`config.mk`:
```
export PLATFORM = sky130hd
export DESIGN_NAME = gle_ram
export DESIGN_NICKNAME = d
export VERILOG_FILES = /design/src/design/gle_ram.sv
export SDC_FILE = /design/constraint.sdc
export NUM_CORES = 1
export LEC_CHECK = 0
export BUFFER_PORTS_ARGS = -buffer_cell sky130_fd_sc_hd__buf_4
export CORE_MARGIN = 2
export CORE_UTILIZATION = 60
export CTS_BUF_LIST = sky130_fd_sc_hd__clkbuf_8
export CTS_CLUSTER_SIZE = 14
export DETAILED_ROUTE_END_ITERATION = 16
export PLACE_DENSITY = 0.89
export SYNTH_ARGS = -nofsm -noshare
export SYNTH_HDL_FRONTEND = slang
export SYNTH_SLANG_ARGS = --single-unit
```
`constraint.sdc`:
```
create_clock -name clk -period 4.8 [get_ports clk]
set_input_delay 0.48 -clock clk [delete_from_list [all_inputs] [get_ports clk]]
set_output_delay 0.48 -clock clk [all_outputs]
set_load 0.02 [all_outputs]
```
`src/design/gle_ram.sv`:
```
// Generic single-write, single-read synchronous RAM with registered read data.
// No dependencies.
`timescale 1ns / 1ps
`default_nettype none
module gle_ram #(
  parameter int WIDTH  = 8,
  parameter int DEPTH  = 16,
  parameter int ADDR_W = $clog2(DEPTH)
) (
  input  wire logic              clk,
  input  wire logic              we,
  input  wire logic [ADDR_W-1:0] waddr,
  input  wire logic [WIDTH-1:0]  wdata,
  input  wire logic [ADDR_W-1:0] raddr,
  output logic      [WIDTH-1:0]  rdata
);

  logic [WIDTH-1:0] mem [DEPTH];

  // Write port
  always_ff @(posedge clk) begin
    if (we) begin
      mem[waddr] <= wdata;
    end
  end

  // Read port, registered
  always_ff @(posedge clk) begin
    rdata <= mem[raddr];
  end

endmodule
`default_nettype wire

```
==> impl_metrics.ini <==
[clock_network]
holdBufCountCts = 0
root_buffer = sky130_fd_sc_hd__clkbuf_8
cts_buffers = 17
worst_skew_pair.late_latency_ns = 0.42
clock_sink_count = 136
cts_setup_buffers = 0
clk_transition_reported_paths_ns = 0.07
clockBufferDepth = 2
htree_levels = 4
cts_tree = yes
cts_repair_resize_count = 0

[sta]
finClkSkew_ns = 0.00726
max_slew_margin = 0.186
min_period_ns = 1.93
layout_setup_ws_ns = 2.87
tightest_slew_ns = 1.21
achievable-frequency_ghz = 0.517
finalHoldWorstSlack_ns = 0.353
report.final.setup_viol = 0
final.setup.tns_ns = 0
finalCritPeriodShare = 0.403
maxSlewViolCount = 0
finalHoldViolations = 0
grt_setup_unrepaired = no

[logic_synthesis]
synth_top_area_frac = 0.747
netlist_area_um2 = 5150
async_flop_share = 0
ys_warnings = 0
ys_top_cells_by_count = sky130_fd_sc_hd__edfxtp_1, sky130_fd_sc_hd__mux4_2, sky130_fd_sc_hd__a22oi_1
synth-edff-count = 128
postSynthCellCount = 229
synth.most_common_cell = sky130_fd_sc_hd__edfxtp_1
post-synth-top-area-cell = sky130_fd_sc_hd__edfxtp_1
ys_seq_elements = 136
sequential_cell_area_fraction_in_the_yosys_report = 0.778
syn_avg_cell_area_um2 = 22.5
netlist_top_cells_area = sky130_fd_sc_hd__edfxtp_1, sky130_fd_sc_hd__mux4_2, sky130_fd_sc_hd__mux4_1, sky130_fd_sc_hd__dfxtp_1, sky130_fd_sc_hd__a22oi_1
post_synthesis_net_count = 247
synth_top_flop_cell = sky130_fd_sc_hd__edfxtp_1
synth.lib_cells_used.distinct = 19

[setup_path]
cp.arrival_ns = 1.97
worstSetupEndpointType = flip-flop
cp-start-kind = input pin
worst-setup-path-type = input pin to flip-flop
crit_chain = buf_4 > or3b_2 > nor3_1
critical_path_peak_fanout = 8
critical-path-max-stage-delay_ns = 0.87
setup_slack_of_the_most_critical_reg_to_reg_path_ns = 3.28
cpMaxStageDelayCell = sky130_fd_sc_hd__nor3_1
regToRegStartpoint = mem[1][2]$_DFFE_PP_
crit-reg2reg-capture = rdata[2]$_DFF_P_
worst_ep_required_time_ns = 4.84
cp.buffers_inverters = 1
path_delay_family = simple AND/OR/NAND/NOR gates
worstRegToRegCells = 3

[power_and_ir_drop]
swShare = 0.211
pwr-share-clk = 0.354
static-leakage-power_nw = 1.92
power.internal_w = 0.00179
seq_power_share = 0.588
powerDensity_nw_per_um2 = 396
net-switching-power_w = 0.000480
vdd_drop_max_uv = 283
combPwrFrac = 0.058

[routing]
drt_iter0_drc = 234
drt_first_pass_iters = 5
routed_wirelength_um = 9440
route.detailed.wl_per_inst_um = 24.6
detail-route-antenna-nets = 0
detail_route.drc_violations = 0
dr_total_vias = 2461
drt-vias-per-instance = 6.43

[floorplanning]
top_ports = 26
placement_rows = 33
coreArea_um2 = 8260
die_x_um = 96.6
die-area_um2 = 9340
initial_utilization = 0.623
vertical_die_dimension_um = 96.6

[hold_path]
hold_start = wdata[6]
worstHoldEndpoint = mem[1][6]$_DFFE_PP_
hold_depth = 1
timing.hold.worst.class = input pin to flip-flop

[finish]
multiInputGateArea_um2 = 1060
synthToLayoutAreaGrowth_pct = 11.5
antenna-diode-count = 0
stdcell_area_um2 = 5740
layout.area.seq_um2 = 4000
fill_cells = 503
final_nets = 283
post_route_cells_drive_above_1_share = 0.263

[place]
dp_worst_setup_slack_ns = 2.40
gp_routability_congestion = 0.803
detailedPlacementHpwl_um = 5640
dpl_cell_area_um2 = 5400
port_buffers = 25

[status]
run_status = finished clean

[job]
maximum_capacitance_violations = 0

[grt]
largest_net_degree_at_the_start_of_global_routing = 33
grt_first_pass_wirelength_um = 14200
initial_antenna_violation_count = 1
first_global_vias = 2479
globalRoute.totalOverflow = 0
grt_util_all_layers = 0.215
-- state kept, by name, summed over array words and instances, names as in the netlist --
name   cells
rdata      8
mem      128
-- stage by stage --
stage          power [W]   util  std cells
6_report         0.00227  0.695        383
5_1_grt          0.00235  0.695        383
4_1_cts          0.00228  0.695        383
3_5_place_dp     0.00149  0.653        351
3_3_place_gp     0.00148  0.653        351
2_1_floorplan    0.00144      -        229
-- power by group through the flow --
stage                     clock network, W   logic, W  registers [W]
after global placement                   0   0.000127        0.00136
after global routing              0.000868   0.000142        0.00134
after detailed placement                 0   0.000131        0.00136
after floorplan                          0  0.0000674        0.00137
final                             0.000804   0.000132        0.00133
after CTS                         0.000815   0.000133        0.00133
-- per-layer routing --
metal	routed length, um	vias to the layer above	GRT usage
met5	13	-	0
met4	160	2	0.0964
met3	815	18	0.0571
met2	4770	148	0.350
met1	3680	1251	0.277
li1	-	1042	-
-- how the worst max path moves through the flow --
stage,cells after the start,start,to,slack (ns)
after floorplan,2,waddr[2],mem[0][0]$_DFFE_PP_,2.83
after global placement,3,waddr[2],mem[0][7]$_DFFE_PP_,2.57
after detailed placement,3,waddr[2],mem[0][4]$_DFFE_PP_,2.40
after CTS,3,waddr[2],mem[0][2]$_DFFE_PP_,2.86
after global routing,3,waddr[2],mem[0][2]$_DFFE_PP_,2.72
final,3,waddr[2],mem[0][2]$_DFFE_PP_,2.87
-- kinds of logic after synthesis --
group	share of synthesized area
multiplexers	0.150
flip-flops	0.778
AND/OR/NAND/NOR	0.0318
buffers and inverters	0.0168
AO/OA/AOI/OAI	0.0233
-- area by class of cell --
class                   count  area share
flip-flops and latches    136       0.697
clock inverters            14      0.0170
clock buffers              18      0.0432
well taps                 105      0.0229
multi-input cells          83       0.184
repair buffers             27      0.0353
-- placed cells by master, fill, tap and decap left out, types with 4 or more instances in the layout --
| cell type | count |
|---|---|
| sky130_fd_sc_hd__a22oi_1 | 16 |
| sky130_fd_sc_hd__buf_4 | 27 |
| sky130_fd_sc_hd__clkbuf_8 | 18 |
| sky130_fd_sc_hd__clkinv_2 | 5 |
| sky130_fd_sc_hd__dfxtp_1 | 8 |
| sky130_fd_sc_hd__edfxtp_1 | 128 |
| sky130_fd_sc_hd__inv_1 | 4 |
| sky130_fd_sc_hd__mux4_1 | 14 |
| sky130_fd_sc_hd__mux4_2 | 18 |
| sky130_fd_sc_hd__nand2_1 | 9 |
| sky130_fd_sc_hd__nor2_1 | 13 |
| sky130_fd_sc_hd__nor3_1 | 4 |
-- worst register-to-register path, delay by kind of cell, from the launching register on --
family / cells / cell delay [ns]
flip-flops: 1 / 0.44
AND/OR/NAND/NOR: 1 / 0.08
multiplexers: 1 / 0.61
AO/OA/AOI/OAI: 1 / 0.29
Power figures use the tool's default switching activity.
