===== src/design/gle_pkg.sv =====
// Package for the genotype likelihood engine: widths, codes, entry layout,
// state type and small helpers. Used by every module of the block but gle_ram.
// No dependencies.
`timescale 1ns / 1ps
`default_nettype none
package gle_pkg;

  // Store geometry
  localparam int VARIANTS     = 4096;
  localparam int ADDR_W       = $clog2(VARIANTS);
  localparam int MAX_STORAGES = 256;

  // Field widths
  localparam int ACT_W  = 3;
  localparam int VAR_W  = 12;
  localparam int PH_W   = 8;
  localparam int DRAW_W = 31;
  localparam int PROB_W = 32;
  localparam int CNT_W  = 9;
  localparam int HL_W   = 32;
  localparam int CALL_W = 2;
  localparam int STAT_W = 2;
  localparam int POST_W = 39;
  localparam int LIK_W  = 3 * PH_W;
  localparam int ENT_W  = LIK_W + 2 * POST_W + 2;

  // Arithmetic widths
  localparam int LIN_W  = 32;
  localparam int NUM_W  = 64;
  localparam int DEN_W  = 34;
  localparam int DCNT_W = $clog2(NUM_W);

  // Stream widths
  localparam int IN_DATA_W  = 208;
  localparam int IN_USER_W  = 4;
  localparam int OUT_DATA_W = 152;
  localparam int OUT_USER_W = 2;

  // Fixed-point constants
  localparam logic [LIN_W-1:0]  ONE_Q31   = 32'h8000_0000;
  localparam logic [LIN_W-1:0]  TEN_RECIP = 32'hCCCC_CCCD;
  localparam logic [LIN_W-1:0]  TENTH_DB  = 32'd1705806895;
  localparam logic [POST_W-1:0] POST_MAX  = {POST_W{1'b1}};
  localparam logic [CNT_W-1:0]  CNT_MAX   = CNT_W'(MAX_STORAGES);

  // Actions
  typedef enum logic [ACT_W-1:0] {
    ACT_LOAD  = 3'd0,
    ACT_INIT  = 3'd1,
    ACT_COND  = 3'd2,
    ACT_SAMPLE = 3'd3,
    ACT_ACCUM = 3'd4,
    ACT_NORM  = 3'd5,
    ACT_CALL  = 3'd6
  } action_t;

  // Status codes
  localparam logic [STAT_W-1:0] STAT_OK       = 2'd0;
  localparam logic [STAT_W-1:0] STAT_ZERO_DEN = 2'd1;
  localparam logic [STAT_W-1:0] STAT_SAT      = 2'd2;

  // Genotype codes
  localparam logic [CALL_W-1:0] GT_HOM_REF = 2'd0;
  localparam logic [CALL_W-1:0] GT_HET     = 2'd1;
  localparam logic [CALL_W-1:0] GT_HOM_ALT = 2'd2;

  // Sequencer states
  typedef enum logic [3:0] {
    S_IDLE, S_READ, S_LGO, S_LIN, S_MUL, S_PREP, S_DGO, S_DIV, S_POST, S_DONE
  } state_t;

  // Status of the phred-to-linear unit
  typedef struct packed {
    logic             busy;
    logic             done;
    logic [LIN_W-1:0] value;
  } lin_res_t;

  // Status of the divider
  typedef struct packed {
    logic             busy;
    logic             done;
    logic [NUM_W-1:0] quotient;
  } div_res_t;

  // Limit a Q1.31 probability to 1.0
  function automatic logic [PROB_W-1:0] clamp_one(input logic [PROB_W-1:0] x);
    clamp_one = (x > ONE_Q31) ? ONE_Q31 : x;
  endfunction

endpackage
`default_nettype wire


===== src/design/gle_lin.sv =====
// Phred difference to linear Q1.31 likelihood: one divide-by-ten or one
// tenth-decibel multiply per cycle on a shared multiplier. Uses gle_pkg.
`timescale 1ns / 1ps
`default_nettype none
module gle_lin
  import gle_pkg::*;
(
  input  wire logic            clk,
  input  wire logic            rst_n,
  input  wire logic            start,
  input  wire logic [PH_W-1:0] phred_diff,
  output lin_res_t             res
);

  logic [LIN_W-1:0]   v_r;
  logic [4:0]         ten_r;
  logic [3:0]         unit_r;
  logic               busy_r;
  logic               done_r;
  logic [15:0]        tens_prod;
  logic [4:0]         tens;
  logic [7:0]         tens_x10;
  logic [LIN_W-1:0]   mul_a;
  logic [LIN_W-1:0]   mul_b;
  logic [2*LIN_W-1:0] prod;
  logic [2*LIN_W-1:0] prod_rnd;
  logic [LIN_W-1:0]   v_nxt;

  // Split the difference into whole tens and remaining units
  assign tens_prod = 16'(phred_diff) * 16'd205;
  assign tens      = tens_prod[15:11];
  assign tens_x10  = 8'(tens) * 8'd10;

  // Shared multiplier: reciprocal of ten or one tenth decibel
  assign mul_a    = (ten_r != '0) ? v_r + 32'd5 : v_r;
  assign mul_b    = (ten_r != '0) ? TEN_RECIP : TENTH_DB;
  assign prod     = 64'(mul_a) * 64'(mul_b);
  assign prod_rnd = prod + 64'h4000_0000;
  assign v_nxt    = (ten_r != '0) ? LIN_W'(prod >> 35) : LIN_W'(prod_rnd >> 31);

  // Control
  always_ff @(posedge clk) begin
    if (!rst_n) begin
      busy_r <= 1'b0;
      done_r <= 1'b0;
    end else begin
      done_r <= 1'b0;
      if (start) begin
        busy_r <= 1'b1;
      end else if (busy_r && ten_r == '0 && unit_r == '0) begin
        busy_r <= 1'b0;
        done_r <= 1'b1;
      end
    end
  end

  // Iterate the value
  always_ff @(posedge clk) begin
    if (start) begin
      v_r    <= ONE_Q31;
      ten_r  <= tens;
      unit_r <= 4'(phred_diff - tens_x10);
    end else if (busy_r) begin
      if (ten_r != '0) begin
        v_r   <= v_nxt;
        ten_r <= ten_r - 5'd1;
      end else if (unit_r != '0) begin
        v_r    <= v_nxt;
        unit_r <= unit_r - 4'd1;
      end
    end
  end

  assign res.busy  = busy_r;
  assign res.done  = done_r;
  assign res.value = v_r;

endmodule
`default_nettype wire


===== config.mk =====
export PLATFORM = sky130hd
export DESIGN_NAME = gle_lin
export DESIGN_NICKNAME = d
export VERILOG_FILES = /design/src/design/gle_pkg.sv /design/src/design/gle_lin.sv
export SDC_FILE = /design/constraint.sdc
export NUM_CORES = 2
export LEC_CHECK = 0
export BUFFER_PORTS_ARGS = -buffer_cell sky130_fd_sc_hd__buf_2
export CORE_ASPECT_RATIO = 1.4
export CORE_UTILIZATION = 57
export CTS_CLUSTER_DIAMETER = 40
export DETAILED_ROUTE_END_ITERATION = 8
export GPL_TIMING_DRIVEN = 0
export HOLD_SLACK_MARGIN = 0.03
export PLACE_DENSITY = 0.75
export SYNTH_ARGS = -nofsm -noshare
export SYNTH_HDL_FRONTEND = slang
export SYNTH_SLANG_ARGS = --single-unit

===== constraint.sdc =====
create_clock -name clk -period 13.6 [get_ports clk]
set_clock_uncertainty 0.2 [all_clocks]
set_input_delay 0.68 -clock clk [delete_from_list [all_inputs] [get_ports clk]]
set_output_delay 0.68 -clock clk [all_outputs]
set_load 0.005 [all_outputs]

==> impl_metrics.py <==
metrics = {
    "worst_setup_path": {
        "crit_path_max_incr_delay_ns": 0.69,
        "r2r_cells": 35,
        "critPathMaxFanout": 10,
        "start_kind": "flip-flop",
        "critPathSlowestCell": "o21ai_0",
        "worstReg2RegEnd": "v_r[31]",
        "path_class": "flip-flop to flip-flop",
        "reg2reg_from": "ten_r[0]",
        "required_ns": 13.58,
        "path_buf_inv": 8,
        "cp_num_cells": 35,
        "cp-end-kind": "flip-flop",
        "worst_ep_arrival_time_ns": 13.15,
        "path_common_cell": "fa_1",
        "path_delay_family": "adder cells",
        "r2r_setup_slack_ns": 0.43,
    },
    "clock_tree": {
        "clockBufferDepth": 2,
        "postCtsSetupRepairBufs": 0,
        "cts_tree": "done",
        "cts_buffers": 5,
        "cts_max_level": 2,
        "clock_sinks": 43,
        "clk_latency_ns": 0.29,
        "clk_pin_slew_ns": 0.07,
        "cts_root_buf": "clkbuf_16",
    },
    "logic_synthesis": {
        "syn_area_per_cell_um2": 9.11,
        "synth_cell_type_count": 79,
        "synth_edf_count": 9,
        "syn_inst": 2967,
        "synth_area_leaders": "fa_1 40%, ha_1 22%, inv_1 12%",
        "synth_flop_cell": "dfxtp_1",
        "synth_seq_area_share_pct": 3.52,
        "synth-seq-cells": 43,
        "synthArstFlopShare_pct": 0,
        "ys_warn_count": 0,
        "synth_top_area_share_pct": 40.4,
        "netlist.top_cell.by_area": "fa_1",
        "netlist_area_um2": 27000,
    },
    "drt": {
        "wirelength_um": 97600,
        "wl_per_cell_um": 26.8,
        "drc_errors": 0,
        "drt_first_pass_iters": 7,
        "postRouteAntennaNets": 0,
        "num_vias": 21400,
        "drt_iter0_markers": 1903,
        "vias_per_cell": 5.87,
    },
    "run": {
        "maxCapViolCount": 0,
    },
    "layout": {
        "diodes": 0,
        "drive_gt1_share_pct": 3.48,
        "finalNonFillerCells": 3644,
        "syn_to_final_growth_pct": 4.82,
        "fin_util_pct": 60.4,
        "nets": 4055,
        "fin_area_um2": 28300,
    },
    "global_route": {
        "grt_use_total_pct": 42.6,
        "grt_pass1_vias": 22800,
        "antenna_found_initial": 1,
        "grt_overflow": 0,
        "grt_pass1_wl_um": 144000,
        "grt_start_max_net_pins": 14,
    },
    "place": {
        "dp_cells": 3636,
        "gp_congestion": 1.05,
        "io_buffers": 43,
        "hpwl_um": 86400,
        "place_area_um2": 28100,
    },
    "status": {
        "status": "finished, final reports clean",
    },
    "die": {
        "start_util_pct": 57.6,
        "die_y_um": 260,
        "die_area_um2": 48300,
        "placementRows": 94,
        "die-width_um": 186,
        "core_area_um2": 46900,
        "io_pins": 45,
    },
    "min_path": {
        "hold_start": "busy_r",
        "hold_path.class": "flip-flop to flip-flop",
        "hold_depth": 2,
        "worstHoldEndpoint": "done_r",
    },
    "timing": {
        "finalCriticalPeriod_ns": 13.17,
        "slew_viol_final": 0,
        "rsz0062_at_grt": "no",
        "finalCritPeriodShare_pct": 96.8,
        "worstMarginPinSlew_ns": 1.45,
        "finalHoldViolations": 0,
        "fmax_ghz": 0.0759,
        "setup_viol": 0,
        "relSlewSlack_pct": 2.83,
    },
}
==> worst max path at each step <==
stage | startpoint | endpoint | slack [ns]
3_3_place_gp | ten_r[0] | v_r[31] | -0.20
4_1_cts | ten_r[0] | v_r[31] | 0.03
3_5_place_dp | ten_r[0] | v_r[31] | -0.29
2_1_floorplan | ten_r[0] | v_r[31] | 2.95
5_1_grt | ten_r[0] | v_r[31] | 0.02
6_report | ten_r[0] | v_r[31] | 0.43
==> worst register-to-register path: cells and delay by family (launching register included) <==
family	cells	cell delay (ns)
simple gates	10	3.86
fa+ha+maj	10	4.61
xor+xnor	3	0.73
compound gates	4	1.56
flops	1	0.37
buf+inv	8	1.72
==> Yosys cell counts (6+ instances only) <==
library cell  instances
nand2b_1             11
nor2_1              115
dfxtp_1              34
and3_1                8
a31oi_1               6
ha_1                480
nor3_1               37
o211ai_1             11
a21oi_1              99
nand3_1              29
a21o_1               25
or3_1                16
or2_2                10
and2_1               16
o221ai_1              7
buf_1                 8
and4_1                8
o22ai_1               6
fa_1                545
inv_1               863
mux2i_1               7
nor4_1               16
xor2_1               40
nand2_1             201
a22o_1                6
edfxtp_1              9
clkbuf_1             56
o21a_1                8
o21ai_0              72
o21bai_1             12
a211oi_1             10
nand4_1              30
xnor2_1              72
a22oi_1               6
==> registers in the layout (all words and copies together) (netlist names) <==
register	count
busy_r	1
done_r	1
ten_r	5
unit_r	4
v_r	32
==> cell usage in the layout (no fill, tap or decap), types with 5 or more instances in the layout <==
| master | netlist | final |
|---|---|---|
| or3_1 | 16 | 16 |
| inv_1 | 863 | 862 |
| and3_1 | 8 | 8 |
| xnor2_1 | 72 | 67 |
| ha_1 | 480 | 480 |
| o21ai_1 | 5 | 5 |
| nand4_1 | 30 | 30 |
| o2111ai_1 | 5 | 5 |
| nand3_1 | 29 | 29 |
| a22oi_1 | 6 | 6 |
| xor2_1 | 40 | 36 |
| edfxtp_1 | 9 | 9 |
| o211ai_1 | 11 | 11 |
| a21oi_1 | 99 | 97 |
| nand2b_1 | 11 | 11 |
| mux2i_1 | 7 | 7 |
| nor2_1 | 115 | 115 |
| dfxtp_1 | 34 | 34 |
| and4_1 | 8 | 8 |
| o221ai_1 | 7 | 7 |
| o21ai_0 | 72 | 72 |
| a21o_1 | 25 | 25 |
| a211oi_1 | 10 | 10 |
| a31oi_1 | 6 | 6 |
| o21bai_1 | 12 | 12 |
| nand2_1 | 201 | 201 |
| or2_2 | 10 | 10 |
| a22o_1 | 6 | 6 |
| clkbuf_1 | 56 | 57 |
| o21a_1 | 8 | 8 |
| buf_2 | 2 | 45 |
| fa_1 | 545 | 545 |
| o22ai_1 | 6 | 6 |
| and2_1 | 16 | 16 |
| clkbuf_16 | 0 | 5 |
| nor3_1 | 37 | 35 |
| nor4_1 | 16 | 16 |
==> metrics by stage <==
stage / hold WS (ns) / setup WS [ns] / setup TNS, ns
after floorplan: 0.251 / 2.95 / 0
after global placement: 0.271 / -0.203 / -0.203
after detailed placement: 0.284 / -0.290 / -0.462
after CTS: 0.296 / 0.0260 / 0
after global routing: 0.334 / 0.0236 / 0
final: 0.294 / 0.432 / 0
==> kinds of logic after synthesis <==
| kind of cell | after synthesis | share of synthesized area (%) |
|---|---|---|
| DFF | 43 | 3.52 |
| xor gates and xnor gates | 112 | 3.63 |
| buffers and inverters | 932 | 13.0 |
| other | 2 | 0.0278 |
| AOI/OAI and AO/OA | 322 | 7.64 |
| adders and majority gates | 1025 | 62.6 |
| muxes | 11 | 0.440 |
| and+or+nand+nor | 520 | 9.17 |
==> per-layer routing <==
| layer | track usage [%] | vias to the layer above | share of wire, % |
|---|---|---|---|
| li1 | - | 9315 | - |
| met2 | 68.7 | 1078 | 47 |
| met5 | 0 | - | 0.011 |
| met3 | 7.48 | 399 | 7.2 |
| met4 | 40.2 | 2 | 12 |
| met1 | 47.2 | 10600 | 34 |
==> timing repair <==
item	CTS	global route
gates resized for setup	5	26
hold buffers	0	0
endpoints found under the hold margin	0	0
endpoints found under the setup margin	8	20
==> cell type report <==
cell class,instances,area [um^2]
Inverter,863,3240
Clock buffer,6,129
Sequential cell,43,951
Clock inverter,2,11.3
Timing Repair Buffer,44,230
Buffer,69,294
Fill cell,4126,18600
Tap cell,624,781
Multi-Input combinational cell,1993,22700
Power is left out: the tool's default activity adds up to more than one toggle a clock period on the data nets, which glitch-free logic cannot reach.
