$ cat src/design/gle_pkg.sv
// Package for the genotype likelihood engine: widths, codes, entry layout,
// state type and small helpers. Used by every module of the block but gle_ram.
// No dependencies.
`timescale 1ns / 1ps
`default_nettype none
package gle_pkg;

  // Store geometry
  localparam int VARIANTS     = 4096;
  localparam int ADDR_W       = $clog2(VARIANTS);
  localparam int MAX_STORAGES = 256;

  // Field widths
  localparam int ACT_W  = 3;
  localparam int VAR_W  = 12;
  localparam int PH_W   = 8;
  localparam int DRAW_W = 31;
  localparam int PROB_W = 32;
  localparam int CNT_W  = 9;
  localparam int HL_W   = 32;
  localparam int CALL_W = 2;
  localparam int STAT_W = 2;
  localparam int POST_W = 39;
  localparam int LIK_W  = 3 * PH_W;
  localparam int ENT_W  = LIK_W + 2 * POST_W + 2;

  // Arithmetic widths
  localparam int LIN_W  = 32;
  localparam int NUM_W  = 64;
  localparam int DEN_W  = 34;
  localparam int DCNT_W = $clog2(NUM_W);

  // Stream widths
  localparam int IN_DATA_W  = 208;
  localparam int IN_USER_W  = 4;
  localparam int OUT_DATA_W = 152;
  localparam int OUT_USER_W = 2;

  // Fixed-point constants
  localparam logic [LIN_W-1:0]  ONE_Q31   = 32'h8000_0000;
  localparam logic [LIN_W-1:0]  TEN_RECIP = 32'hCCCC_CCCD;
  localparam logic [LIN_W-1:0]  TENTH_DB  = 32'd1705806895;
  localparam logic [POST_W-1:0] POST_MAX  = {POST_W{1'b1}};
  localparam logic [CNT_W-1:0]  CNT_MAX   = CNT_W'(MAX_STORAGES);

  // Actions
  typedef enum logic [ACT_W-1:0] {
    ACT_LOAD  = 3'd0,
    ACT_INIT  = 3'd1,
    ACT_COND  = 3'd2,
    ACT_SAMPLE = 3'd3,
    ACT_ACCUM = 3'd4,
    ACT_NORM  = 3'd5,
    ACT_CALL  = 3'd6
  } action_t;

  // Status codes
  localparam logic [STAT_W-1:0] STAT_OK       = 2'd0;
  localparam logic [STAT_W-1:0] STAT_ZERO_DEN = 2'd1;
  localparam logic [STAT_W-1:0] STAT_SAT      = 2'd2;

  // Genotype codes
  localparam logic [CALL_W-1:0] GT_HOM_REF = 2'd0;
  localparam logic [CALL_W-1:0] GT_HET     = 2'd1;
  localparam logic [CALL_W-1:0] GT_HOM_ALT = 2'd2;

  // Sequencer states
  typedef enum logic [3:0] {
    S_IDLE, S_READ, S_LGO, S_LIN, S_MUL, S_PREP, S_DGO, S_DIV, S_POST, S_DONE
  } state_t;

  // Status of the phred-to-linear unit
  typedef struct packed {
    logic             busy;
    logic             done;
    logic [LIN_W-1:0] value;
  } lin_res_t;

  // Status of the divider
  typedef struct packed {
    logic             busy;
    logic             done;
    logic [NUM_W-1:0] quotient;
  } div_res_t;

  // Limit a Q1.31 probability to 1.0
  function automatic logic [PROB_W-1:0] clamp_one(input logic [PROB_W-1:0] x);
    clamp_one = (x > ONE_Q31) ? ONE_Q31 : x;
  endfunction

endpackage
`default_nettype wire

$ cat src/design/gle_div.sv
// Restoring divider, one quotient bit per cycle, for all ratios and the
// posterior normalisation. Uses gle_pkg.
`timescale 1ns / 1ps
`default_nettype none
module gle_div
  import gle_pkg::*;
(
  input  wire logic             clk,
  input  wire logic             rst_n,
  input  wire logic             start,
  input  wire logic [NUM_W-1:0] dividend,
  input  wire logic [DEN_W-1:0] divisor,
  output div_res_t              res
);

  logic [NUM_W-1:0]  quo_r;
  logic [DEN_W:0]    rem_r;
  logic [DEN_W-1:0]  div_r;
  logic [DCNT_W-1:0] cnt_r;
  logic              busy_r;
  logic              done_r;
  logic [DEN_W:0]    rem_sh;
  logic              ge;

  // One restoring step
  assign rem_sh = {rem_r[DEN_W-1:0], quo_r[NUM_W-1]};
  assign ge     = rem_sh >= {1'b0, div_r};

  // Control
  always_ff @(posedge clk) begin
    if (!rst_n) begin
      busy_r <= 1'b0;
      done_r <= 1'b0;
    end else begin
      done_r <= 1'b0;
      if (start) begin
        busy_r <= 1'b1;
      end else if (busy_r && cnt_r == DCNT_W'(NUM_W - 1)) begin
        busy_r <= 1'b0;
        done_r <= 1'b1;
      end
    end
  end

  // Shift dividend in, quotient bits out
  always_ff @(posedge clk) begin
    if (start) begin
      quo_r <= dividend;
      rem_r <= '0;
      div_r <= divisor;
      cnt_r <= '0;
    end else if (busy_r) begin
      quo_r <= {quo_r[NUM_W-2:0], ge};
      rem_r <= ge ? rem_sh - {1'b0, div_r} : rem_sh;
      cnt_r <= cnt_r + DCNT_W'(1);
    end
  end

  assign res.busy     = busy_r;
  assign res.done     = done_r;
  assign res.quotient = quo_r;

endmodule
`default_nettype wire

$ cat config.mk
export PLATFORM = sky130hd
export DESIGN_NAME = gle_div
export DESIGN_NICKNAME = d
export VERILOG_FILES = /design/src/design/gle_pkg.sv /design/src/design/gle_div.sv
export SDC_FILE = /design/constraint.sdc
export NUM_CORES = 1
export LEC_CHECK = 0
export BUFFER_PORTS_ARGS = -buffer_cell sky130_fd_sc_hd__buf_2
export CAP_MARGIN = 5
export CORE_MARGIN = 2
export CORE_UTILIZATION = 55
export CTS_CLUSTER_SIZE = 16
export DETAILED_ROUTE_END_ITERATION = 16
export PLACE_DENSITY = 0.92
export SKIP_CTS_REPAIR_TIMING = 1
export SLEW_MARGIN = 25
export SYNTH_ARGS = -nofsm -noshare
export SYNTH_HDL_FRONTEND = slang
export SYNTH_SLANG_ARGS = --single-unit
$ cat constraint.sdc
create_clock -name clk -period 3.1 [get_ports clk]
set_clock_uncertainty 0.1 [all_clocks]
set_input_delay 0.465 -clock clk [delete_from_list [all_inputs] [get_ports clk]]
set_output_delay 0.465 -clock clk [all_outputs]
set_load 0.005 [all_outputs]
==> run_summary.xml, run 1 <==
<?xml version="1.0" encoding="UTF-8"?>
<metrics>
  <group name="floorplanning">
    <metric name="placement_rows" unit="">42</metric>
    <metric name="fp.dieW" unit="um">120</metric>
    <metric name="die-area" unit="sq um">14400</metric>
    <metric name="pin_count" unit="">167</metric>
    <metric name="starting_density" unit="%">56.1</metric>
    <metric name="die_height" unit="um">120</metric>
    <metric name="fp.coreArea" unit="sq um">13200</metric>
  </group>
  <group name="sta">
    <metric name="setup_viol_count_final" unit="">0</metric>
    <metric name="final_count_of_hold_timing_violations" unit="">0</metric>
    <metric name="report.final.slew_viol_count" unit="">0</metric>
    <metric name="clock.fmax" unit="MHz">343</metric>
    <metric name="max_slew.worst_pin.slew" unit="ns">0.873</metric>
    <metric name="timing.final.crit_period" unit="ns">2.92</metric>
    <metric name="max_slew_margin_vs_limit" unit="%">41.8</metric>
    <metric name="setup_slack" unit="ns">0.180</metric>
    <metric name="fin_crit_sh" unit="%">94.2</metric>
  </group>
  <group name="logic_synthesis">
    <metric name="mappedNetlistArea" unit="sq um">7390</metric>
    <metric name="netlist_instances" unit="">668</metric>
    <metric name="postSynth.asyncResetShare" unit="%">0</metric>
    <metric name="synth_cell_type_count" unit="">54</metric>
    <metric name="flip_flop_and_latch_count_after_synthesis" unit="">140</metric>
    <metric name="syn-mean-instance-area" unit="sq um">11.1</metric>
    <metric name="yosys_most_used_dff" unit="">sky130_fd_sc_hd__edfxtp_1</metric>
    <metric name="syn_nets" unit="">805</metric>
    <metric name="yosysSeqAreaShare" unit="%">51.2</metric>
    <metric name="synth_enable_flop_cells" unit="">98</metric>
    <metric name="ys.warnings.count" unit="">0</metric>
  </group>
  <group name="worst_hold_path">
    <metric name="worstHoldPathType" unit="">primary input to register</metric>
    <metric name="min_delay_worst_endpoint" unit="">div_r[25]</metric>
    <metric name="hold_start" unit="">divisor[25]</metric>
    <metric name="holdPathStages" unit="">1</metric>
  </group>
  <group name="routing">
    <metric name="routed_wirelength" unit="mm">18.3</metric>
    <metric name="average_wire_length_per_cell_after_detail_routing" unit="um">17.6</metric>
    <metric name="vias_per_cell" unit="">5.64</metric>
    <metric name="1st_iter_drt_viols" unit="">334</metric>
    <metric name="drt-pass1-iter-count" unit="">4</metric>
    <metric name="top_layer" unit="">met5</metric>
    <metric name="routedLengthMet1" unit="mm">7.21</metric>
    <metric name="routed-via-count" unit="">5837</metric>
    <metric name="met3RoutedLength" unit="mm">1.39</metric>
    <metric name="ant_nets" unit="">0</metric>
    <metric name="drcViolationCount" unit="">0</metric>
    <metric name="wl_met2" unit="mm">9.11</metric>
  </group>
  <group name="finish">
    <metric name="most_frequent_standard_cell_in_the_layout_excluding_fill_and_tap_cells" unit="">sky130_fd_sc_hd__buf_2</metric>
    <metric name="layout_common_cells" unit="">sky130_fd_sc_hd__buf_2, sky130_fd_sc_hd__edfxtp_1, sky130_fd_sc_hd__mux2_2</metric>
    <metric name="area_growth" unit="%">23.6</metric>
    <metric name="drive_gt1_share" unit="%">36.0</metric>
    <metric name="finish.net_count" unit="">983</metric>
    <metric name="number_of_diodes_added_for_antenna_fixing" unit="">0</metric>
    <metric name="stdcell_count" unit="">1035</metric>
  </group>
  <group name="clocking">
    <metric name="clock_sink_count" unit="">140</metric>
    <metric name="clk_pin_slew_worst_paths" unit="ns">0.06</metric>
    <metric name="htreeDepth" unit="">4</metric>
    <metric name="tritoncts" unit="">yes</metric>
    <metric name="clock_path_buffers" unit="">2</metric>
    <metric name="worst_skew_pair.late_latency" unit="ns">0.42</metric>
    <metric name="clockRootBuffer" unit="">sky130_fd_sc_hd__clkbuf_16</metric>
    <metric name="cts_made_buffers" unit="">17</metric>
  </group>
  <group name="setup_path">
    <metric name="timing.critical_path.arrival" unit="ns">3.15</metric>
    <metric name="crit_family" unit="">simple AND/OR/NAND/NOR gates</metric>
    <metric name="critPathRequiredTime" unit="ns">3.33</metric>
    <metric name="crit_path_start_kind" unit="">register</metric>
    <metric name="cell_repeated_most_along_the_worst_path" unit="">sky130_fd_sc_hd__nand4_1</metric>
    <metric name="setup.worst_path.class" unit="">register to register</metric>
    <metric name="crit-reg2reg-launch" unit="">div_r[16]</metric>
    <metric name="critical_path.slowest_cell" unit="">sky130_fd_sc_hd__ha_1</metric>
    <metric name="critical_path.max_stage_delay" unit="ns">0.42</metric>
    <metric name="worst-r2r-cell-count" unit="">11</metric>
    <metric name="timing.reg2reg.setup_slack" unit="ns">0.18</metric>
    <metric name="critPathMaxFanout" unit="">6</metric>
    <metric name="r2r-end" unit="">rem_r[6]</metric>
    <metric name="endpoint_type_of_the_worst_setup_path" unit="">register</metric>
    <metric name="path_buf_inv" unit="">2</metric>
    <metric name="critical_path_cell_by_cell" unit="">inv_1, ha_1, nand4_1, nor4_2, nand4_1, a31oi_1, nor4_1, buf_4, o31a_1, or3_1, a311oi_1</metric>
  </group>
  <group name="pwr">
    <metric name="p_total" unit="W">0.00508</metric>
    <metric name="share_comb_of_total_power" unit="%">16.6</metric>
    <metric name="cellPowerDensity" unit="nW/um^2">556</metric>
    <metric name="worst_case_vdd_ir_drop" unit="mV">0.434</metric>
    <metric name="pwr-share-clk" unit="%">38.8</metric>
    <metric name="swShare" unit="%">26.4</metric>
    <metric name="p_sw" unit="W">0.00134</metric>
    <metric name="cell_internal_pwr" unit="W">0.00374</metric>
    <metric name="pwr-share-seq" unit="%">44.6</metric>
    <metric name="power.leakage" unit="nW">3.85</metric>
  </group>
  <group name="grt">
    <metric name="grt_start_max_net_pins" unit="">74</metric>
    <metric name="antenna_found_initial" unit="">1</metric>
    <metric name="vias_in_the_first_global_route" unit="">5998</metric>
    <metric name="grt_remaining_overflow" unit="">0</metric>
    <metric name="groute.usage.overall" unit="%">25.8</metric>
    <metric name="first_pass_grt_wire_length" unit="mm">28.8</metric>
  </group>
  <group name="placed_design">
    <metric name="port_buffers" unit="">166</metric>
    <metric name="place_worst_setup_slack" unit="ns">0.114</metric>
    <metric name="gp_congestion" unit="">0.922</metric>
    <metric name="detailed_place_hpwl" unit="mm">13.2</metric>
    <metric name="dp.cells" unit="">1000</metric>
  </group>
  <group name="job">
    <metric name="drv_cap" unit="">0</metric>
  </group>
  <group name="run_status">
    <metric name="status" unit="">finished, final reports clean</metric>
  </group>
</metrics>
[power by group through the flow]
stage	Clock, W	Combinational, W	Sequential (W)
2_1_floorplan	0	0.000511	0.00229
3_3_place_gp	0	0.000800	0.00229
3_5_place_dp	0	0.000822	0.00230
4_1_cts	0.00199	0.000828	0.00227
5_1_grt	0.00207	0.000934	0.00228
6_report	0.00197	0.000844	0.00227
[metal layers]
metal | vias up | global-route usage [%]
li1 | 2818 | -
met1 | 2742 | 29.4
met2 | 232 | 44.2
met3 | 43 | 8.98
met4 | 2 | 10.3
met5 | - | 0
[through the flow]
stage          util (%)  cell area [sq um]  setup TNS, ns  hold slack, ns
2_1_floorplan         -               7390              0           0.334
3_3_place_gp       64.4               8490              0           0.364
3_5_place_dp       64.4               8490              0           0.371
4_1_cts            68.7               9060              0           0.104
5_1_grt            69.3               9140        -0.0257          0.0940
6_report           69.3               9140              0           0.115
[cell usage after synthesis (2+ instances only)]
master | instances | area [sq um]
sky130_fd_sc_hd__buf_4 | 2 | 15.0
sky130_fd_sc_hd__xnor2_1 | 28 | 245
sky130_fd_sc_hd__nand3_1 | 7 | 35.0
sky130_fd_sc_hd__o21a_1 | 7 | 52.6
sky130_fd_sc_hd__a2111oi_0 | 2 | 17.5
sky130_fd_sc_hd__and3_1 | 3 | 18.8
sky130_fd_sc_hd__a21oi_1 | 36 | 180
sky130_fd_sc_hd__nand2b_1 | 5 | 31.3
sky130_fd_sc_hd__nor2b_1 | 4 | 25.0
sky130_fd_sc_hd__inv_1 | 45 | 169
sky130_fd_sc_hd__xor2_1 | 6 | 52.6
sky130_fd_sc_hd__a31oi_1 | 3 | 18.8
sky130_fd_sc_hd__or3_1 | 4 | 25.0
sky130_fd_sc_hd__nor2_1 | 43 | 161
sky130_fd_sc_hd__o31a_1 | 2 | 17.5
sky130_fd_sc_hd__nor4_1 | 3 | 18.8
sky130_fd_sc_hd__o21bai_1 | 2 | 15.0
sky130_fd_sc_hd__a311oi_1 | 20 | 175
sky130_fd_sc_hd__a211oi_1 | 4 | 30.0
sky130_fd_sc_hd__mux2i_1 | 2 | 20.0
sky130_fd_sc_hd__o211ai_1 | 2 | 15.0
sky130_fd_sc_hd__a21o_1 | 15 | 113
sky130_fd_sc_hd__a32oi_1 | 11 | 96.3
sky130_fd_sc_hd__ha_1 | 35 | 438
sky130_fd_sc_hd__and2_1 | 6 | 37.5
sky130_fd_sc_hd__nand4_1 | 11 | 68.8
sky130_fd_sc_hd__clkbuf_1 | 25 | 93.8
sky130_fd_sc_hd__a31o_2 | 2 | 17.5
sky130_fd_sc_hd__o21ai_0 | 27 | 135
sky130_fd_sc_hd__nor3_1 | 10 | 50.1
sky130_fd_sc_hd__mux2_2 | 65 | 732
sky130_fd_sc_hd__edfxtp_1 | 98 | 2940
sky130_fd_sc_hd__buf_2 | 5 | 25.0
sky130_fd_sc_hd__o21ba_2 | 2 | 20.0
sky130_fd_sc_hd__o31ai_1 | 2 | 15.0
sky130_fd_sc_hd__nand2_1 | 65 | 244
sky130_fd_sc_hd__dfxtp_1 | 42 | 841
[final cells by class]
| type | instances | area (sq um) |
|---|---|---|
| clock inverters | 11 | 109 |
| clock buffers | 21 | 462 |
| flip-flops and latches | 140 | 3780 |
| inverters | 45 | 169 |
| fillers | 962 | 4050 |
| multi-input cells | 449 | 3340 |
| well taps | 176 | 220 |
| repair buffers | 193 | 1050 |
[worst max-delay path by stage]
stage / depth (start not counted) / from / end / slack, ns
6_report: 11 / div_r[16] / rem_r[6] / 0.18
5_1_grt: 11 / div_r[16] / rem_r[6] / -0.03
4_1_cts: 10 / div_r[3] / rem_r[28] / 0.06
3_5_place_dp: 10 / div_r[4] / rem_r[28] / 0.11
3_3_place_gp: 13 / quo_r[63] / rem_r[32] / 0.23
2_1_floorplan: 13 / quo_r[63] / rem_r[32] / 0.29
[flip-flops by register name, indices dropped and copies added (netlist names)]
register  count
rem_r        34
div_r        34
busy_r        1
done_r        1
quo_r        64
cnt_r         6
[cell families (layout without fill, tap and decap cells)]
| family | after synthesis | in the layout | share of synthesized area [%] |
|---|---|---|---|
| xor gates and xnor gates | 34 | 34 | 4.03 |
| DFF | 140 | 140 | 51.2 |
| and+or+nand+nor | 163 | 163 | 9.88 |
| AOI/OAI and AO/OA | 149 | 149 | 14.2 |
| adders and majority gates | 36 | 36 | 6.19 |
| muxes | 67 | 67 | 10.2 |
| buffers and inverters | 79 | 270 | 4.30 |
Power figures use the tool's default switching activity.
==> inputs of run 2 (changes only) <==
CAP_MARGIN = not set   (was 5)
CORE_ASPECT_RATIO = 0.5   (was not set)
==> run 2 against run 1 <==
  * Cell count decreased by 0.48%
  * Worst setup slack got worse by 0.11 ns
  * Critical path depth rose by 3
  * Global-route usage rose by 0.38 points
  * Highest routed layer is now met4
  * Register-to-register slack got worse by 0.11 ns
==> run_summary.xml, run 2 (synthesis results as in run 1) <==
<?xml version="1.0" encoding="UTF-8"?>
<metrics>
  <group name="finish">
    <metric name="drive_gt1_share" unit="%">36.0</metric>
    <metric name="largest_register_ffs" unit="">64</metric>
    <metric name="area_growth" unit="%">24.0</metric>
    <metric name="fin_util" unit="%">71.2</metric>
    <metric name="top_register" unit="">quo_r</metric>
    <metric name="layout_common_cells" unit="">sky130_fd_sc_hd__buf_2, sky130_fd_sc_hd__edfxtp_1, sky130_fd_sc_hd__nand2_1, sky130_fd_sc_hd__mux2_2, sky130_fd_sc_hd__inv_1</metric>
    <metric name="n_fill_cell" unit="">851</metric>
    <metric name="top_regs" unit="">quo_r (64), div_r (34), rem_r (34)</metric>
    <metric name="finish.net_count" unit="">982</metric>
    <metric name="stdcell_count" unit="">1030</metric>
    <metric name="most_frequent_standard_cell_in_the_layout_excluding_fill_and_tap_cells" unit="">sky130_fd_sc_hd__buf_2</metric>
  </group>
  <group name="clocking">
    <metric name="clk_pin_slew_worst_paths" unit="ns">0.07</metric>
    <metric name="worst_skew_pair.late_latency" unit="ns">0.42</metric>
    <metric name="clockRootBuffer" unit="">sky130_fd_sc_hd__clkbuf_16</metric>
    <metric name="clock_path_buffers" unit="">2</metric>
    <metric name="htreeDepth" unit="">4</metric>
    <metric name="tritoncts" unit="">yes</metric>
    <metric name="clock_sink_count" unit="">140</metric>
    <metric name="cts_made_buffers" unit="">17</metric>
  </group>
  <group name="sta">
    <metric name="max_slew_margin_vs_limit" unit="%">58.4</metric>
    <metric name="max_slew.worst_pin.slew" unit="ns">0.624</metric>
    <metric name="final_count_of_hold_timing_violations" unit="">0</metric>
    <metric name="clock.fmax" unit="MHz">330</metric>
    <metric name="setup_slack" unit="ns">0.0705</metric>
    <metric name="setup_viol_count_final" unit="">0</metric>
    <metric name="timing.final.crit_period" unit="ns">3.03</metric>
    <metric name="report.final.slew_viol_count" unit="">0</metric>
    <metric name="fin_crit_sh" unit="%">97.7</metric>
  </group>
  <group name="setup_path">
    <metric name="endpoint_type_of_the_worst_setup_path" unit="">register</metric>
    <metric name="crit_path_start_kind" unit="">register</metric>
    <metric name="timing.critical_path.arrival" unit="ns">3.22</metric>
    <metric name="critPathRequiredTime" unit="ns">3.29</metric>
    <metric name="critPathMaxFanout" unit="">3</metric>
    <metric name="setup.worst_path.class" unit="">register to register</metric>
  </group>
  <group name="pwr">
    <metric name="worst_case_vdd_ir_drop" unit="mV">0.333</metric>
    <metric name="p_total" unit="W">0.00514</metric>
    <metric name="cellPowerDensity" unit="nW/um^2">561</metric>
    <metric name="power.leakage" unit="nW">3.88</metric>
  </group>
  <group name="routing">
    <metric name="routed-via-count" unit="">6062</metric>
    <metric name="1st_iter_drt_viols" unit="">472</metric>
    <metric name="average_wire_length_per_cell_after_detail_routing" unit="um">18.4</metric>
    <metric name="drcViolationCount" unit="">0</metric>
    <metric name="vias_per_cell" unit="">5.89</metric>
    <metric name="drt-pass1-iter-count" unit="">5</metric>
    <metric name="ant_nets" unit="">0</metric>
    <metric name="routed_wirelength" unit="mm">19.0</metric>
  </group>
  <group name="placed_design">
    <metric name="gp_congestion" unit="">0.911</metric>
    <metric name="port_buffers" unit="">166</metric>
    <metric name="place_worst_setup_slack" unit="ns">0.0710</metric>
    <metric name="detailed_place_hpwl" unit="mm">13.1</metric>
    <metric name="dp.cells" unit="">994</metric>
  </group>
  <group name="grt">
    <metric name="groute.usage.overall" unit="%">26.2</metric>
    <metric name="first_pass_grt_wire_length" unit="mm">29.7</metric>
    <metric name="antenna_found_initial" unit="">2</metric>
    <metric name="grt_start_max_net_pins" unit="">51</metric>
    <metric name="grt_remaining_overflow" unit="">0</metric>
    <metric name="vias_in_the_first_global_route" unit="">6128</metric>
  </group>
  <group name="floorplanning">
    <metric name="pin_count" unit="">167</metric>
    <metric name="fp.dieW" unit="um">168</metric>
    <metric name="fp.coreArea" unit="sq um">12900</metric>
    <metric name="placement_rows" unit="">29</metric>
    <metric name="die-area" unit="sq um">14400</metric>
    <metric name="die_height" unit="um">86.0</metric>
    <metric name="starting_density" unit="%">57.4</metric>
  </group>
  <group name="job">
    <metric name="drv_cap" unit="">0</metric>
  </group>
  <group name="worst_hold_path">
    <metric name="worstHoldPathType" unit="">primary input to register</metric>
  </group>
  <group name="run_status">
    <metric name="status" unit="">finished, final reports clean</metric>
  </group>
</metrics>
run 2: cell count changes in the layout (fill, tap and decap cells not counted), moves of 3 or more:
| cell | before | now |
|---|---|---|
| sky130_fd_sc_hd__a21oi_1 | 30 | 33 |
| sky130_fd_sc_hd__a21oi_2 | 6 | 3 |
| sky130_fd_sc_hd__clkbuf_1 | 3 | 0 |
| sky130_fd_sc_hd__inv_6 | 3 | 6 |
| sky130_fd_sc_hd__inv_8 | 0 | 3 |
run 2: final cells by class:
type	count	area, sq um	share of cell area (%)
clock buffers	17	425	4.64
diodes	2	5.00	0.0546
repair buffers	192	1050	11.5
inverters	45	169	1.84
well taps	170	213	2.32
clock inverters	15	154	1.68
multi-input cells	449	3360	36.7
flip-flops and latches	140	3780	41.3
run 2: layer usage:
| layer | GRT usage [%] | part of all wire, % |
|---|---|---|
| met1 | 30.6 | 40 |
| met3 | 7.15 | 7.9 |
| met5 | 0 | 0 |
| met4 | 8.93 | 2.5 |
| met2 | 47.2 | 50 |
run 2: metrics by stage:
| stage | instance area [sq um] | hold WS [ns] | setup TNS, ns |
|---|---|---|---|
| after global placement | 8500 | 0.350 | 0 |
| after floorplan | 7390 | 0.334 | 0 |
| after global routing | 9160 | 0.106 | -0.0727 |
| final | 9170 | 0.116 | 0 |
| after detailed placement | 8500 | 0.371 | 0 |
| after CTS | 9070 | 0.112 | 0 |
run 2: where the power goes:
group	switching (W)	leakage, nW	internal, W
Sequential	0.0000797	1.32	0.00218
Clock	0.000872	0.281	0.00114
Combinational	0.000468	2.28	0.000403
run 2: worst max-delay path, stage by stage, from the launching register on:
cell	delay (ns)
sky130_fd_sc_hd__edfxtp_1	0.36
sky130_fd_sc_hd__inv_1	0.05
sky130_fd_sc_hd__ha_1	0.21
sky130_fd_sc_hd__inv_1	0.08
sky130_fd_sc_hd__fa_1	0.23
sky130_fd_sc_hd__a21oi_2	0.09
sky130_fd_sc_hd__o211ai_1	0.24
sky130_fd_sc_hd__nand4_1	0.13
sky130_fd_sc_hd__a21oi_1	0.34
sky130_fd_sc_hd__a21oi_1	0.15
sky130_fd_sc_hd__buf_4	0.17
sky130_fd_sc_hd__o31a_1	0.27
sky130_fd_sc_hd__o21ai_0	0.24
sky130_fd_sc_hd__xnor2_1	0.14
sky130_fd_sc_hd__o21ai_0	0.09
run 2: path summary, 6_finish.rpt:
kind	start	end	slack, ns	cells after the start
worst max-delay path	quo_r[63]	rem_r[28]	0.07	14
worst min-delay path	divisor[27]	div_r[27]	0.12	1
worst max register to register	quo_r[63]	rem_r[28]	0.07	14
worst min register to register	rem_r[10]	rem_r[11]	0.40	2
==> inputs of run 3 (changes only) <==
CORE_ASPECT_RATIO = not set   (was 0.5)
RECOVER_POWER = 50   (was not set)
==> run 3 against run 2 <==
  * The flow now finishes with violations (capacitance limit, slew limit)
  * First-iteration DRC count fell by 26%
  * Total power fell by 1.4%
  * Via count fell by 3.6%
  * Core utilization fell by 2.3 points
  * Maximum frequency rose by 3.3%
  * Wire length fell by 4.0%
  * Cell count rose by 0.49%
  * Count of clock-buffer cells in the layout rose by 4
  * Register-to-register slack improved by 0.097 ns
  * Sequential share of layout area rose by 0.38 points
  * Clock power fell by 2%
  * Critical path type unchanged
  * Critical endpoint is now rem_r[6]
  * Highest routed layer is now met5
==> run_summary.xml, run 3 (synthesis results as in run 1) <==
<?xml version="1.0" encoding="UTF-8"?>
<metrics>
  <group name="floorplanning">
    <metric name="pin_count" unit="">167</metric>
    <metric name="die-area" unit="sq um">14400</metric>
    <metric name="placement_rows" unit="">42</metric>
    <metric name="fp.dieW" unit="um">120</metric>
    <metric name="starting_density" unit="%">56.1</metric>
    <metric name="die_height" unit="um">120</metric>
    <metric name="fp.coreArea" unit="sq um">13200</metric>
  </group>
  <group name="finish">
    <metric name="stdcell_count" unit="">1035</metric>
    <metric name="top_register" unit="">quo_r</metric>
    <metric name="area_growth" unit="%">22.9</metric>
    <metric name="number_of_diodes_added_for_antenna_fixing" unit="">0</metric>
    <metric name="drive_gt1_share" unit="%">31.4</metric>
    <metric name="most_frequent_standard_cell_in_the_layout_excluding_fill_and_tap_cells" unit="">sky130_fd_sc_hd__buf_2</metric>
    <metric name="top_regs" unit="">quo_r (64), div_r (34), rem_r (34)</metric>
    <metric name="finish.net_count" unit="">983</metric>
    <metric name="largest_register_ffs" unit="">64</metric>
    <metric name="layout_common_cells" unit="">sky130_fd_sc_hd__buf_2, sky130_fd_sc_hd__edfxtp_1, sky130_fd_sc_hd__mux2_2</metric>
  </group>
  <group name="clocking">
    <metric name="clock_path_buffers" unit="">2</metric>
    <metric name="clk_pin_slew_worst_paths" unit="ns">0.06</metric>
    <metric name="clock_sink_count" unit="">140</metric>
    <metric name="htreeDepth" unit="">4</metric>
    <metric name="worst_skew_pair.late_latency" unit="ns">0.42</metric>
    <metric name="clockRootBuffer" unit="">sky130_fd_sc_hd__clkbuf_16</metric>
    <metric name="tritoncts" unit="">yes</metric>
    <metric name="cts_made_buffers" unit="">17</metric>
  </group>
  <group name="routing">
    <metric name="drt-pass1-iter-count" unit="">4</metric>
    <metric name="drcViolationCount" unit="">0</metric>
    <metric name="routed_wirelength" unit="mm">18.2</metric>
    <metric name="average_wire_length_per_cell_after_detail_routing" unit="um">17.6</metric>
    <metric name="routed-via-count" unit="">5846</metric>
    <metric name="vias_per_cell" unit="">5.65</metric>
    <metric name="1st_iter_drt_viols" unit="">350</metric>
    <metric name="ant_nets" unit="">0</metric>
  </group>
  <group name="sta">
    <metric name="setup_slack" unit="ns">0.167</metric>
    <metric name="report.final.slew_viol_count" unit="">74</metric>
    <metric name="setup_viol_count_final" unit="">0</metric>
    <metric name="clock.fmax" unit="MHz">341</metric>
    <metric name="max_slew.worst_pin.slew" unit="ns">1.74</metric>
    <metric name="max_slew_margin_vs_limit" unit="%">-15.8</metric>
    <metric name="final_count_of_hold_timing_violations" unit="">0</metric>
    <metric name="timing.final.crit_period" unit="ns">2.93</metric>
    <metric name="fin_crit_sh" unit="%">94.6</metric>
  </group>
  <group name="setup_path">
    <metric name="timing.reg2reg.setup_slack" unit="ns">0.17</metric>
    <metric name="crit_path_start_kind" unit="">register</metric>
    <metric name="critical_path.slowest_cell" unit="">sky130_fd_sc_hd__ha_1</metric>
    <metric name="critical_path_cell_by_cell" unit="">inv_1, ha_1, nand4_1, nor4_2, nand4_1, a31oi_1, nor4_1, buf_4, o31a_1, or3_1, a311oi_1</metric>
    <metric name="endpoint_type_of_the_worst_setup_path" unit="">register</metric>
    <metric name="critical_path.max_stage_delay" unit="ns">0.42</metric>
    <metric name="critPathMaxFanout" unit="">6</metric>
    <metric name="cell_repeated_most_along_the_worst_path" unit="">sky130_fd_sc_hd__nand4_1</metric>
    <metric name="critPathRequiredTime" unit="ns">3.33</metric>
    <metric name="worst-r2r-cell-count" unit="">11</metric>
    <metric name="r2r-end" unit="">rem_r[6]</metric>
    <metric name="timing.critical_path.arrival" unit="ns">3.16</metric>
    <metric name="setup.worst_path.class" unit="">register to register</metric>
    <metric name="crit-reg2reg-launch" unit="">div_r[16]</metric>
  </group>
  <group name="placed_design">
    <metric name="gp_congestion" unit="">0.922</metric>
    <metric name="port_buffers" unit="">166</metric>
    <metric name="dp.cells" unit="">1000</metric>
    <metric name="detailed_place_hpwl" unit="mm">13.2</metric>
    <metric name="place_worst_setup_slack" unit="ns">0.114</metric>
  </group>
  <group name="worst_hold_path">
    <metric name="holdPathStages" unit="">1</metric>
    <metric name="min_delay_worst_endpoint" unit="">div_r[25]</metric>
    <metric name="hold_start" unit="">divisor[25]</metric>
    <metric name="worstHoldPathType" unit="">primary input to register</metric>
  </group>
  <group name="run_status">
    <metric name="violations" unit="">capacitance limit, slew limit</metric>
    <metric name="status" unit="">complete, but fails checks</metric>
  </group>
  <group name="grt">
    <metric name="grt_remaining_overflow" unit="">0</metric>
    <metric name="antenna_found_initial" unit="">1</metric>
    <metric name="vias_in_the_first_global_route" unit="">5998</metric>
    <metric name="grt_start_max_net_pins" unit="">74</metric>
    <metric name="groute.usage.overall" unit="%">25.8</metric>
    <metric name="first_pass_grt_wire_length" unit="mm">28.8</metric>
  </group>
  <group name="job">
    <metric name="drv_cap" unit="">1</metric>
  </group>
  <group name="pwr">
    <metric name="power.leakage" unit="nW">3.74</metric>
    <metric name="worst_case_vdd_ir_drop" unit="mV">0.431</metric>
    <metric name="cellPowerDensity" unit="nW/um^2">558</metric>
    <metric name="p_total" unit="W">0.00507</metric>
  </group>
</metrics>
==> run 3: cell count changes in the layout (fill, tap and decap cells not counted), moves of 2 or more <==
cell	previous run	this run
sky130_fd_sc_hd__clkbuf_1	0	41
sky130_fd_sc_hd__buf_2	165	127
sky130_fd_sc_hd__a21oi_1	33	30
sky130_fd_sc_hd__a21oi_2	3	6
sky130_fd_sc_hd__inv_6	6	3
sky130_fd_sc_hd__inv_8	3	0
sky130_fd_sc_hd__a311oi_1	18	20
sky130_fd_sc_hd__a311oi_2	2	0
sky130_fd_sc_hd__clkinvlp_4	2	4
sky130_fd_sc_hd__diode_2	2	0
==> run 3: worst max-delay path by stage <==
stage	from	endpoint	slack, ns	cells past startpoint
floorplan	quo_r[63]	rem_r[32]	0.29	13
detailed placement	div_r[4]	rem_r[28]	0.11	10
global placement	quo_r[63]	rem_r[32]	0.23	13
CTS	div_r[3]	rem_r[28]	0.06	10
global route	div_r[16]	rem_r[6]	-0.03	11
finish	div_r[16]	rem_r[6]	0.17	11
==> run 3: layout make-up <==
| cell class | count | area (sq um) |
|---|---|---|
| Multi-Input combinational cell | 449 | 3340 |
| Inverter | 45 | 169 |
| Tap cell | 176 | 220 |
| Clock inverter | 11 | 109 |
| Fill cell | 986 | 4110 |
| Timing Repair Buffer | 193 | 998 |
| Sequential cell | 140 | 3780 |
| Clock buffer | 21 | 462 |
==> run 3: metal layers <==
layer / vias to the layer above / track usage, % / part of all wire [%]
li1: 2821 / - / -
met1: 2734 / 29.4 / 39
met2: 242 / 44.2 / 50
met3: 47 / 8.98 / 8.1
met4: 2 / 10.3 / 3.0
met5: - / 0 / 0.093
==> run 3: metrics by stage <==
| step | TNS (ns) | hold slack (ns) | utilization (%) | instance area, sq um |
|---|---|---|---|---|
| 3_5_place_dp | 0 | 0.371 | 64.4 | 8490 |
| 6_report | 0 | 0.116 | 68.9 | 9080 |
| 4_1_cts | 0 | 0.104 | 68.7 | 9060 |
| 3_3_place_gp | 0 | 0.364 | 64.4 | 8490 |
| 2_1_floorplan | 0 | 0.334 | - | 7390 |
| 5_1_grt | -0.0257 | 0.0940 | 68.9 | 9080 |
==> run 3: critical path, delay by kind of cell (launching register included) <==
family / cells / cell delay (ns)
compound gates: 3 / 0.59
fa+ha+maj: 1 / 0.42
buf+inv: 2 / 0.19
flops: 1 / 0.32
simple gates: 5 / 1.22
==> run 3: report_power, final <==
group | total [W] | switching [W] | internal, W
Sequential | 0.00227 | 0.0000844 | 0.00218
Combinational | 0.000833 | 0.000448 | 0.000385
Clock | 0.00197 | 0.000809 | 0.00116
Total | 0.00507 | 0.00134 | 0.00373
